$ cat src/rtl/afm_pkg.sv
`timescale 1ns / 1ps
// ----------------------------------------------------------------------------
// afm_pkg: shared types and constants of the 2-D affine matrix unit
// Operation codes, the command carried from the front to the back, and the
// default values of the top-level parameters.
// ----------------------------------------------------------------------------
package afm_pkg;

    // Operation codes as they arrive in the item's tuser field.
    localparam logic [2:0] OP_IDENTITY  = 3'd0;
    localparam logic [2:0] OP_TRANSLATE = 3'd1;
    localparam logic [2:0] OP_SCALE     = 3'd2;
    localparam logic [2:0] OP_ROTATE    = 3'd3;
    localparam logic [2:0] OP_TRANSFORM = 3'd4;

    localparam int AFM_FRAC_BITS   = 12;
    localparam int AFM_SINE_STEPS  = 4096;
    localparam int AFM_QUEUE_DEPTH = 4;

    // pi in Q30, used to build the sine table at elaboration.
    localparam longint unsigned AFM_PI_Q30 = 64'd3373259426;

    // One decoded item on its way from the front to the back.
    typedef struct packed {
        logic [2:0]  op;
        logic [15:0] arg_a;
        logic [15:0] arg_b;
        logic        last;
    } t_afm_cmd;

endpackage

$ cat src/rtl/afm_queue.sv
`timescale 1ns / 1ps
// ----------------------------------------------------------------------------
// afm_queue: short command queue between front and back
// A small register FIFO so that either side can stall on its own.
// ----------------------------------------------------------------------------
module afm_queue #(
    parameter int DATA_W = 8,
    parameter int DEPTH  = afm_pkg::AFM_QUEUE_DEPTH
) (
    input  logic              i_clk,
    input  logic              i_rst_n,
    input  logic              i_push,
    input  logic [DATA_W-1:0] i_data,
    output logic              o_full,
    input  logic              i_pop,
    output logic              o_vld,
    output logic [DATA_W-1:0] o_data
);

    localparam int AW = (DEPTH > 1) ? $clog2(DEPTH) : 1;
    localparam int CW = $clog2(DEPTH + 1);

    logic [DATA_W-1:0] r_mem [DEPTH];
    logic [AW-1:0]     r_wr_ptr;
    logic [AW-1:0]     r_rd_ptr;
    logic [CW-1:0]     r_count;

    assign o_full = (r_count == CW'(DEPTH));
    assign o_vld  = (r_count != '0);
    assign o_data = r_mem[r_rd_ptr];

    always_ff @(posedge i_clk) begin
        if (!i_rst_n) begin
            r_wr_ptr <= '0;
            r_rd_ptr <= '0;
            r_count  <= '0;
        end else begin
            if (i_push) begin
                r_wr_ptr <= (r_wr_ptr == AW'(DEPTH - 1)) ? '0 : r_wr_ptr + 1'b1;
            end
            if (i_pop) begin
                r_rd_ptr <= (r_rd_ptr == AW'(DEPTH - 1)) ? '0 : r_rd_ptr + 1'b1;
            end
            if (i_push && !i_pop) begin
                r_count <= r_count + 1'b1;
            end else if (i_pop && !i_push) begin
                r_count <= r_count - 1'b1;
            end
        end
    end

    always_ff @(posedge i_clk) begin
        if (i_push) begin
            r_mem[r_wr_ptr] <= i_data;
        end
    end

endmodule

$ cat config.mk
export PLATFORM = sky130hd
export DESIGN_NAME = afm_queue
export DESIGN_NICKNAME = d
export VERILOG_FILES = /design/src/rtl/afm_pkg.sv /design/src/rtl/afm_queue.sv
export SDC_FILE = /design/constraint.sdc
export NUM_CORES = 1
export LEC_CHECK = 0
export BUFFER_PORTS_ARGS = -buffer_cell sky130_fd_sc_hd__buf_4
export CAP_MARGIN = 20
export CORE_AREA = 4 4 65 67
export CTS_CLUSTER_SIZE = 24
export DETAILED_ROUTE_END_ITERATION = 10
export DIE_AREA = 0 0 69 71
export PLACE_DENSITY = 0.64
export SYNTH_ARGS = -nofsm -noshare
export SYNTH_HDL_FRONTEND = slang
export SYNTH_SLANG_ARGS = --single-unit
export TNS_END_PERCENT = 5
$ cat constraint.sdc
create_clock -name i_clk -period 4.9 [get_ports i_clk]
set_clock_uncertainty 0.05 [all_clocks]
set_input_delay 0.98 -clock i_clk [delete_from_list [all_inputs] [get_ports i_clk]]
set_output_delay 0.98 -clock i_clk [all_outputs]
set_load 0.01 [all_outputs]
==> metrics.txt <==
CTS sink count=41; DR WL/cell=15.1 µm; CTS tree=yes; IO Count=22; Leakage=0.697 nW; cell-internal power=0.544 mW; # Post-CTS Setup Buffers=0; Final Hold Vio Count=0; clk_lat worst skew=280 ps; slew at the pin closest to its max-slew limit=553 ps; top post-synthesis cells by area=edfxtp_1 59%, dfxtp_1 11%, mux4_2 11%, ha_1 4.6%, mux2i_1 2.5%; post-synthesis compound-gate area fraction=0.0124; Layout Nets=131; post_cts resized=0; Post-Syn Area=1620 µm²; core area=3630 µm²; P_sw=0.155 mW; initial core utilization=0.445; Reg2Reg Capture Point=r_count[2]$_SDFFE_PN0P_; Final setup viols=0; Clk pin slew, worst setup/hold paths=70 ps; Post-Synth Simple-Gate Area=0.0565; post-synth top area share=0.594; Overall Global Routing Usage=0.109; mux cell area share after synthesis=0.136; Worst EP required=3870 ps; worst path arrival time=1690 ps; reg2reg setup slack=3380 ps; Syn Area/Cell=18.8 µm²; power per cell area=368 nW/µm²; largest net degree at the start of global routing=13; headroom to the max-slew limit=0.630; WS Path Type=reg2out; post-layout util=0.523; Synth Area in Adders=0.0588; total CTS buffers=5; # H-tree levels=2; fmax=367 MHz; Syn Nets=105; die height=71 µm; CTS Hold Bufs=0; vias in the first global route=843; Clk Tree Root Cell=clkbuf_8; Area Overhead vs Synth=17.6%; Vias=784; clk buf depth=2; GRT overflow=0; Seq/Total Area, Yosys=0.706; largest area contributor in the netlist=edfxtp_1; main combinational cell family by area after synthesis=multiplexers; worst reg2reg path depth=4; Tmin final=2720 ps; power share of the sequential group=0.586; synth warn=0; full die area=4900 µm²; MaxCap Viol Count=0; Worst setup SP type=flop; Sw Share=0.221; unrepaired setup endpoints after global routing=no; Synth Instances=86; Slew Limit Fails=0; status=complete, no violations; GPL Wtd Cong=0.646; First-pass DRT Iterations=2; Synth Area in XOR/XNOR=0.0108; post-DP HPWL=1710 µm; Critical Path Fanout Max=8; reg2reg start=r_count[0]$_SDFFE_PN0P_; Critical Path End Type=primary output; Via density=4.87; GR peak layer=met2; ANT nets after route=0; GR met2 Demand/Resource=0.181; Yosys reg bits=41; post-synthesis cell type count=20; share of layout cells above drive strength 1=0.319; met1 usage=0.113; IO Port Bufs=21; crit path to=o_data[2]; fin crit share=0.556; Worst Hold Class=reg2reg; Core Rows=22; antenna violations before repair=0; number of DRC markers in iteration 0=28; Comb power frac=0.126; setup TNS=0 ps; Multi-input gate area=444 µm²; Antenna diodes=0; Die W=69 µm; Filler Cell Count=318; Reg area=1140 µm²; # DRC=0; Clk pwr share=0.288; peak supply drop=0.188 mV; Detailed Route WL=2430 µm; first-pass GRT wire length=4010 µm; grt met3 use=0.0497
==> cell usage in the layout (no fill, tap or decap) <==
master    synthesis  routed
xnor2_1           1       1
nor3b_1           1       1
a21boi_1          1       1
clkbuf_1          0       1
dfxtp_1           9       9
mux4_2            8       8
nor3_1            1       1
o21ai_0           1       1
inv_1             4       4
and2_1            5       5
nor2_1            1       1
clkbuf_8          0       5
o21a_1            1       1
or3_1             2       2
fa_1              1       1
clkinv_2          0       2
ha_1              6       6
edfxtp_1         32      32
mux2i_1           4       4
buf_4             0      21
nor2b_1           5       5
xor2_1            1       1
==> flip-flops by register name, indices dropped and copies added (netlist names), named ones only <==
name and count:
r_mem 32, r_count 3, r_rd_ptr 2, r_wr_ptr 2
==> kinds of logic after synthesis <==
logic type	after synthesis
flip-flops	41
AND/OR/NAND/NOR	15
multiplexers	12
adder cells (fa/ha/maj)	7
buffers and inverters	6
AO/OA/AOI/OAI	3
XOR/XNOR	2
==> worst min path at each step <==
| stage | startpoint | to | slack, ps | cells past startpoint |
|---|---|---|---|---|
| finish | r_count[2]$_SDFFE_PN0P_ | r_count[2]$_SDFFE_PN0P_ | 450 | 2 |
| global placement | r_count[2]$_SDFFE_PN0P_ | r_count[2]$_SDFFE_PN0P_ | 440 | 2 |
| detailed placement | r_count[2]$_SDFFE_PN0P_ | r_count[2]$_SDFFE_PN0P_ | 440 | 2 |
| CTS | r_count[2]$_SDFFE_PN0P_ | r_count[2]$_SDFFE_PN0P_ | 450 | 2 |
| global route | r_count[2]$_SDFFE_PN0P_ | r_count[2]$_SDFFE_PN0P_ | 470 | 2 |
| floorplan | r_count[2]$_SDFFE_PN0P_ | r_count[2]$_SDFFE_PN0P_ | 410 | 2 |
==> stage by stage <==
step | cell area (µm²) | instances | setup slack (ps) | total power [mW] | hold slack, ps
floorplan | 1620 | 86 | 2610 | 0.467 | 410
global placement | 1820 | 153 | 2400 | 0.503 | 437
detailed placement | 1820 | 153 | 2350 | 0.508 | 442
CTS | 1900 | 161 | 2120 | 0.709 | 455
global route | 1900 | 161 | 2070 | 0.735 | 474
finish | 1900 | 161 | 2180 | 0.699 | 450
==> power by group through the flow <==
stage	logic, mW	registers, mW	clock network (mW)
6_report	0.0878	0.410	0.201
5_1_grt	0.0987	0.412	0.224
4_1_cts	0.0900	0.410	0.209
3_5_place_dp	0.0898	0.418	0
3_3_place_gp	0.0861	0.417	0
2_1_floorplan	0.0562	0.411	0
==> worst max-delay path, cell delays in order, from the launching register on <==
cell and delay (ps):
dfxtp_1 670, mux4_2 580, buf_4 160
==> routing by layer <==
layer	vias to the layer above	part of all wire
met5	-	0
li1	377	-
met4	0	0.032
met1	379	0.41
met2	20	0.50
met3	8	0.064
==> cells in the mapped netlist, drive strengths merged <==
cell type / n
a21boi: 1
and2: 5
buf: 1
clkbuf: 1
dfxtp: 9
edfxtp: 32
fa: 1
ha: 6
inv: 4
mux2i: 4
mux4: 8
nor2: 1
nor2b: 5
nor3: 1
nor3b: 1
o21a: 1
o21ai: 1
or3: 2
xnor2: 1
xor2: 1
==> final cells by class <==
| cell class | count | area share |
|---|---|---|
| flip-flops and latches | 41 | 0.600 |
| clock buffers | 6 | 0.0382 |
| inverters | 4 | 0.00790 |
| clock inverters | 2 | 0.00527 |
| multi-input cells | 39 | 0.234 |
| repair buffers | 21 | 0.0829 |
| well taps | 48 | 0.0316 |
No activity file was read; power rests on OpenSTA's default activity.
