--- config.mk ---
export PLATFORM = sky130hd
export DESIGN_NAME = afm_front
export DESIGN_NICKNAME = d
export VERILOG_FILES = /design/src/rtl/afm_pkg.sv /design/src/rtl/afm_front.sv
export SDC_FILE = /design/constraint.sdc
export NUM_CORES = 1
export LEC_CHECK = 0
export BUFFER_PORTS_ARGS = -buffer_cell sky130_fd_sc_hd__clkbuf_2
export CORE_MARGIN = 1
export CORE_UTILIZATION = 30
export DETAILED_ROUTE_END_ITERATION = 6
export SLEW_MARGIN = 20
export SYNTH_ARGS = -nofsm -noshare
export SYNTH_HDL_FRONTEND = slang
export SYNTH_SLANG_ARGS = --single-unit
--- constraint.sdc ---
create_clock -name i_clk -period 5.3 [get_ports i_clk]
set_input_delay 0.795 -clock i_clk [delete_from_list [all_inputs] [get_ports i_clk]]
set_output_delay 0.795 -clock i_clk [all_outputs]
set_load 0.005 [all_outputs]
--- src/rtl/afm_pkg.sv ---
`timescale 1ns / 1ps
// ----------------------------------------------------------------------------
// afm_pkg: shared types and constants of the 2-D affine matrix unit
// Operation codes, the command carried from the front to the back, and the
// default values of the top-level parameters.
// ----------------------------------------------------------------------------
package afm_pkg;

    // Operation codes as they arrive in the item's tuser field.
    localparam logic [2:0] OP_IDENTITY  = 3'd0;
    localparam logic [2:0] OP_TRANSLATE = 3'd1;
    localparam logic [2:0] OP_SCALE     = 3'd2;
    localparam logic [2:0] OP_ROTATE    = 3'd3;
    localparam logic [2:0] OP_TRANSFORM = 3'd4;

    localparam int AFM_FRAC_BITS   = 12;
    localparam int AFM_SINE_STEPS  = 4096;
    localparam int AFM_QUEUE_DEPTH = 4;

    // pi in Q30, used to build the sine table at elaboration.
    localparam longint unsigned AFM_PI_Q30 = 64'd3373259426;

    // One decoded item on its way from the front to the back.
    typedef struct packed {
        logic [2:0]  op;
        logic [15:0] arg_a;
        logic [15:0] arg_b;
        logic        last;
    } t_afm_cmd;

endpackage

--- src/rtl/afm_front.sv ---
`timescale 1ns / 1ps
// ----------------------------------------------------------------------------
// afm_front: input stage of the affine matrix unit
// Accepts items, drops unknown operation codes and reduces the angle operand
// modulo the sine table length in two pipeline stages.
// ----------------------------------------------------------------------------
module afm_front #(
    parameter int SINE_STEPS = afm_pkg::AFM_SINE_STEPS,
    parameter int IW         = $clog2(SINE_STEPS)
) (
    input  logic              i_clk,
    input  logic              i_rst_n,
    input  logic              i_vld,
    output logic              o_rdy,
    input  logic [2:0]        i_func,
    input  logic [15:0]       i_arg_a,
    input  logic [15:0]       i_arg_b,
    input  logic              i_last,
    output logic              o_push,
    output afm_pkg::t_afm_cmd o_cmd,
    output logic [IW-1:0]     o_angle,
    input  logic              i_full
);

    // Exact floor(a / SINE_STEPS) for any 16-bit a as (a * RECIP) >> K.
    localparam int              K      = 16 + IW;
    localparam longint unsigned RECIP  = ((64'd1 << K) + SINE_STEPS - 1) / SINE_STEPS;
    localparam int              MW     = $clog2(RECIP + 1);
    localparam int              QW     = 16 - IW + 1;

    logic              r_s1_vld;
    afm_pkg::t_afm_cmd r_s1_cmd;
    logic [QW-1:0]     r_s1_q;
    logic              r_s2_vld;
    afm_pkg::t_afm_cmd r_s2_cmd;
    logic [IW-1:0]     r_s2_angle;

    logic              w_adv;
    logic              w_known;
    logic [16+MW-1:0]  w_prod;
    logic [15:0]       w_qs;
    logic [15:0]       w_rem;

    // The two stages move together; they stall only when the queue is full.
    assign w_adv  = !r_s2_vld || !i_full;
    assign o_rdy  = w_adv;
    assign o_push = r_s2_vld && !i_full;

    assign w_known = (i_func == afm_pkg::OP_IDENTITY) || (i_func == afm_pkg::OP_TRANSLATE) ||
                     (i_func == afm_pkg::OP_SCALE) || (i_func == afm_pkg::OP_ROTATE) ||
                     (i_func == afm_pkg::OP_TRANSFORM);

    assign w_prod = (16+MW)'(i_arg_a) * (16+MW)'(RECIP);
    assign w_qs   = 16'(r_s1_q) * 16'(SINE_STEPS);
    assign w_rem  = r_s1_cmd.arg_a - w_qs;

    always_ff @(posedge i_clk) begin
        if (!i_rst_n) begin
            r_s1_vld <= 1'b0;
            r_s2_vld <= 1'b0;
        end else if (w_adv) begin
            r_s1_vld <= i_vld && w_known;
            r_s2_vld <= r_s1_vld;
        end
    end

    always_ff @(posedge i_clk) begin
        if (w_adv) begin
            r_s1_cmd   <= '{op: i_func, arg_a: i_arg_a, arg_b: i_arg_b, last: i_last};
            r_s1_q     <= w_prod[K +: QW];
            r_s2_cmd   <= r_s1_cmd;
            r_s2_angle <= w_rem[IW-1:0];
        end
    end

    assign o_cmd   = r_s2_cmd;
    assign o_angle = r_s2_angle;

endmodule

==> run_results.csv <==
group,metric,value,unit
clock_network,clk_pin_slew,70,ps
yosys,syn_inst,93,
routing,antenna_left,0,
setup_path,crit_path_start_kind,"input port",
setup_path,cp.arrival,1840,ps
yosys,yosysWarnings,0,
grt,antenna_found_initial,0,
yosys,synth.yosys.seq_area_share,0.9412,
yosys,ys.flop_type,"edfxtp_1",
clock_network,cts_resized,0,
yosys,ys_types,10,
yosys,async_reset_ff_frac,0,
grt,grt_max_degree,75,
yosys,yosys-top-cells-count,"edfxtp_1, buf_4, dfxtp_1",
timing,final_max_slew_viol_count,0,
grt,first_global_vias,1094,
timing,period_minus_slack,2639,ps
pwr,ir_drop,189.0,uV
die,die_area,0.008156,mm^2
die,io_pins,90,
routing,wl_per_cell,11.91,um
routing,drt_iter0_drc,46,
setup_path,critical-path-slowest-cell,"nand2_4",
yosys,synth_edf_count,72,
finish,nFillCells,680,
placed_design,dp_hpwl,2.294,mm
yosys,yosysTopAreaCell,"edfxtp_1",
finish,area_growth,29.73,%
pwr,power,1202,uW
routing,vias,1096,
die,row_count,31,
setup_path,end_kind,"output pin",
setup_path,path_delay_family,"simple AND/OR/NAND/NOR gates",
setup_path,crit_chain,"clkbuf_2 > nand2_4 > clkbuf_2",
clock_network,cts_tree,"built",
finish,antenna_cells,0,
clock_network,cts_buffers,9,
clock_network,cts_root_buf,"clkbuf_8",
clock_network,htreeDepth,3,
routing,routed_wl,3.395,mm
timing,setup_tns,0,ps
grt,overflow,0,
yosys,synth_area,0.002340,mm^2
yosys,postSynthAreaPerCell,25.16,um^2
routing,drt_first_pass_iters,4,
finish,drive_gt1_frac,0.5645,
clock_network,holdBufCountCts,0,
timing,tightest_slew,902.6,ps
timing,fin_crit_sh,0.4980,
yosys,syn_nets,133,
yosys,synth_seq_cells,74,
die,fp.dieH,90.31,um
timing,fmaxAchievable,0.3789,GHz
hold_path,hold_class,"register to register",
clock_network,postCtsSetupBuffers,0,
status,status,"completed",
pwr,power_leakage,0.001279,uW
die,design.core.area,0.007408,mm^2
timing,setup_ws,2661,ps
timing,rsz0062_at_grt,"false",
timing,fin_worst_skew,4.313,ps
pwr,power_density,395.8,mW/mm^2
die,die_x,90.31,um
grt,grt.total_usage,0.08971,
grt,grt_pass1_wl,5.292,mm
placed_design,gp_congestion,0.6793,
yosys,ys_top_cells_by_area,"edfxtp_1, buf_4, dfxtp_1",
job,drv_cap,0,
clock_network,clk-insertion-delay-late,330,ps
placed_design,dpl_worst_slack,2638,ps
clock_network,cts_buffer_depth,2,
die,initial_utilization,0.3158,
setup_path,path_buf_inv,2,
timing,max_slew_margin,0.3977,
timing,setup_viol,0,
clock_network,clock_sinks,74,
setup_path,r2r_slack,3830,ps
yosys,synth_top_area_frac,0.9241,
setup_path,crit_top_cell,"clkbuf_2",
routing,drt-vias-per-instance,3.846,
yosys,yosysMostFrequentCell,"edfxtp_1",
placed_design,port_buffers,89,
timing,final-hold-violation-count,0,
setup_path,required,4510,ps
finish,nNetsFinal,221,
setup_path,path_max_fanout,74,
setup_path,setup.worst_path.class,"input port to output pin",
setup_path,cp_slowest_stage_delay,670,ps
routing,route.detailed.drc,0,
## logic make-up (layout without fill, tap and decap cells)
group                  count (synthesis)  count (layout)  share of synthesized area
buffers and inverters                 12             105                    0.03850
AOI/OAI and AO/OA                      3               3                   0.008552
and+or+nand+nor                        4               4                    0.01177
DFF                                   74              74                     0.9412
## worst paths after layout
check | startpoint | to | cells past startpoint
hold reg to reg | r_s1_cmd[24] | o_cmd[24] | 0
setup / recovery | i_full | o_rdy | 3
setup reg to reg | r_s2_vld | r_s1_vld | 2
hold / removal | r_s1_cmd[24] | o_cmd[24] | 0
## metal layers
metal  GRT usage  part of all wire
met3     0.05892              0.10
met5           0                 0
met4     0.04435             0.010
met2      0.1425              0.52
met1     0.09045              0.37
## power by group
group / leakage (uW) / internal, uW / total (uW) / switching, uW
registers: 0.000773 / 685 / 697 / 11.9
clock network: 0.000104 / 262 / 452 / 190
logic: 0.000402 / 28.4 / 52.6 / 24.2
## state kept, by name (all words and copies together) (netlist names)
| signal | flops |
|---|---|
| o_cmd | 36 |
| r_s1_cmd | 36 |
| r_s1_vld | 1 |
| r_s2_vld | 1 |
## per-stage QoR
| step | hold WS (ps) | util | instance area (um^2) | cells |
|---|---|---|---|---|
| after global routing | 425.1 | 0.4097 | 3035 | 285 |
| after detailed placement | 404.5 | 0.3815 | 2826 | 269 |
| after global placement | 400.5 | 0.3815 | 2826 | 269 |
| after CTS | 420.2 | 0.4097 | 3035 | 285 |
| final | 420.4 | 0.4097 | 3035 | 285 |
| after floorplan | 400.3 | - | 2340 | 93 |
## final cells by class
| class | instances | area (um^2) | share of cell area |
|---|---|---|---|
| tap | 99 | 123.9 | 0.04081 |
| timing repair buffer | 89 | 445.4 | 0.1467 |
| clock inverter | 6 | 81.33 | 0.02679 |
| multi-input combinational | 7 | 55.05 | 0.01814 |
| sequential | 74 | 2202 | 0.7255 |
| clock buffer | 10 | 127.6 | 0.04204 |
## cells in the final DEF, fill, tap and decap left out
cell type / instances
nor2b_1: 1
clkbuf_2: 89
and4_1: 1
dfxtp_1: 2
clkinv_2: 2
clkbuf_8: 9
nand2_4: 1
o21ai_0: 1
clkbuf_1: 1
a21oi_1: 1
clkinv_1: 1
edfxtp_1: 72
and2b_2: 1
clkinvlp_4: 1
a41o_1: 1
bufinv_16: 2
(Power assumes the default switching activity.)
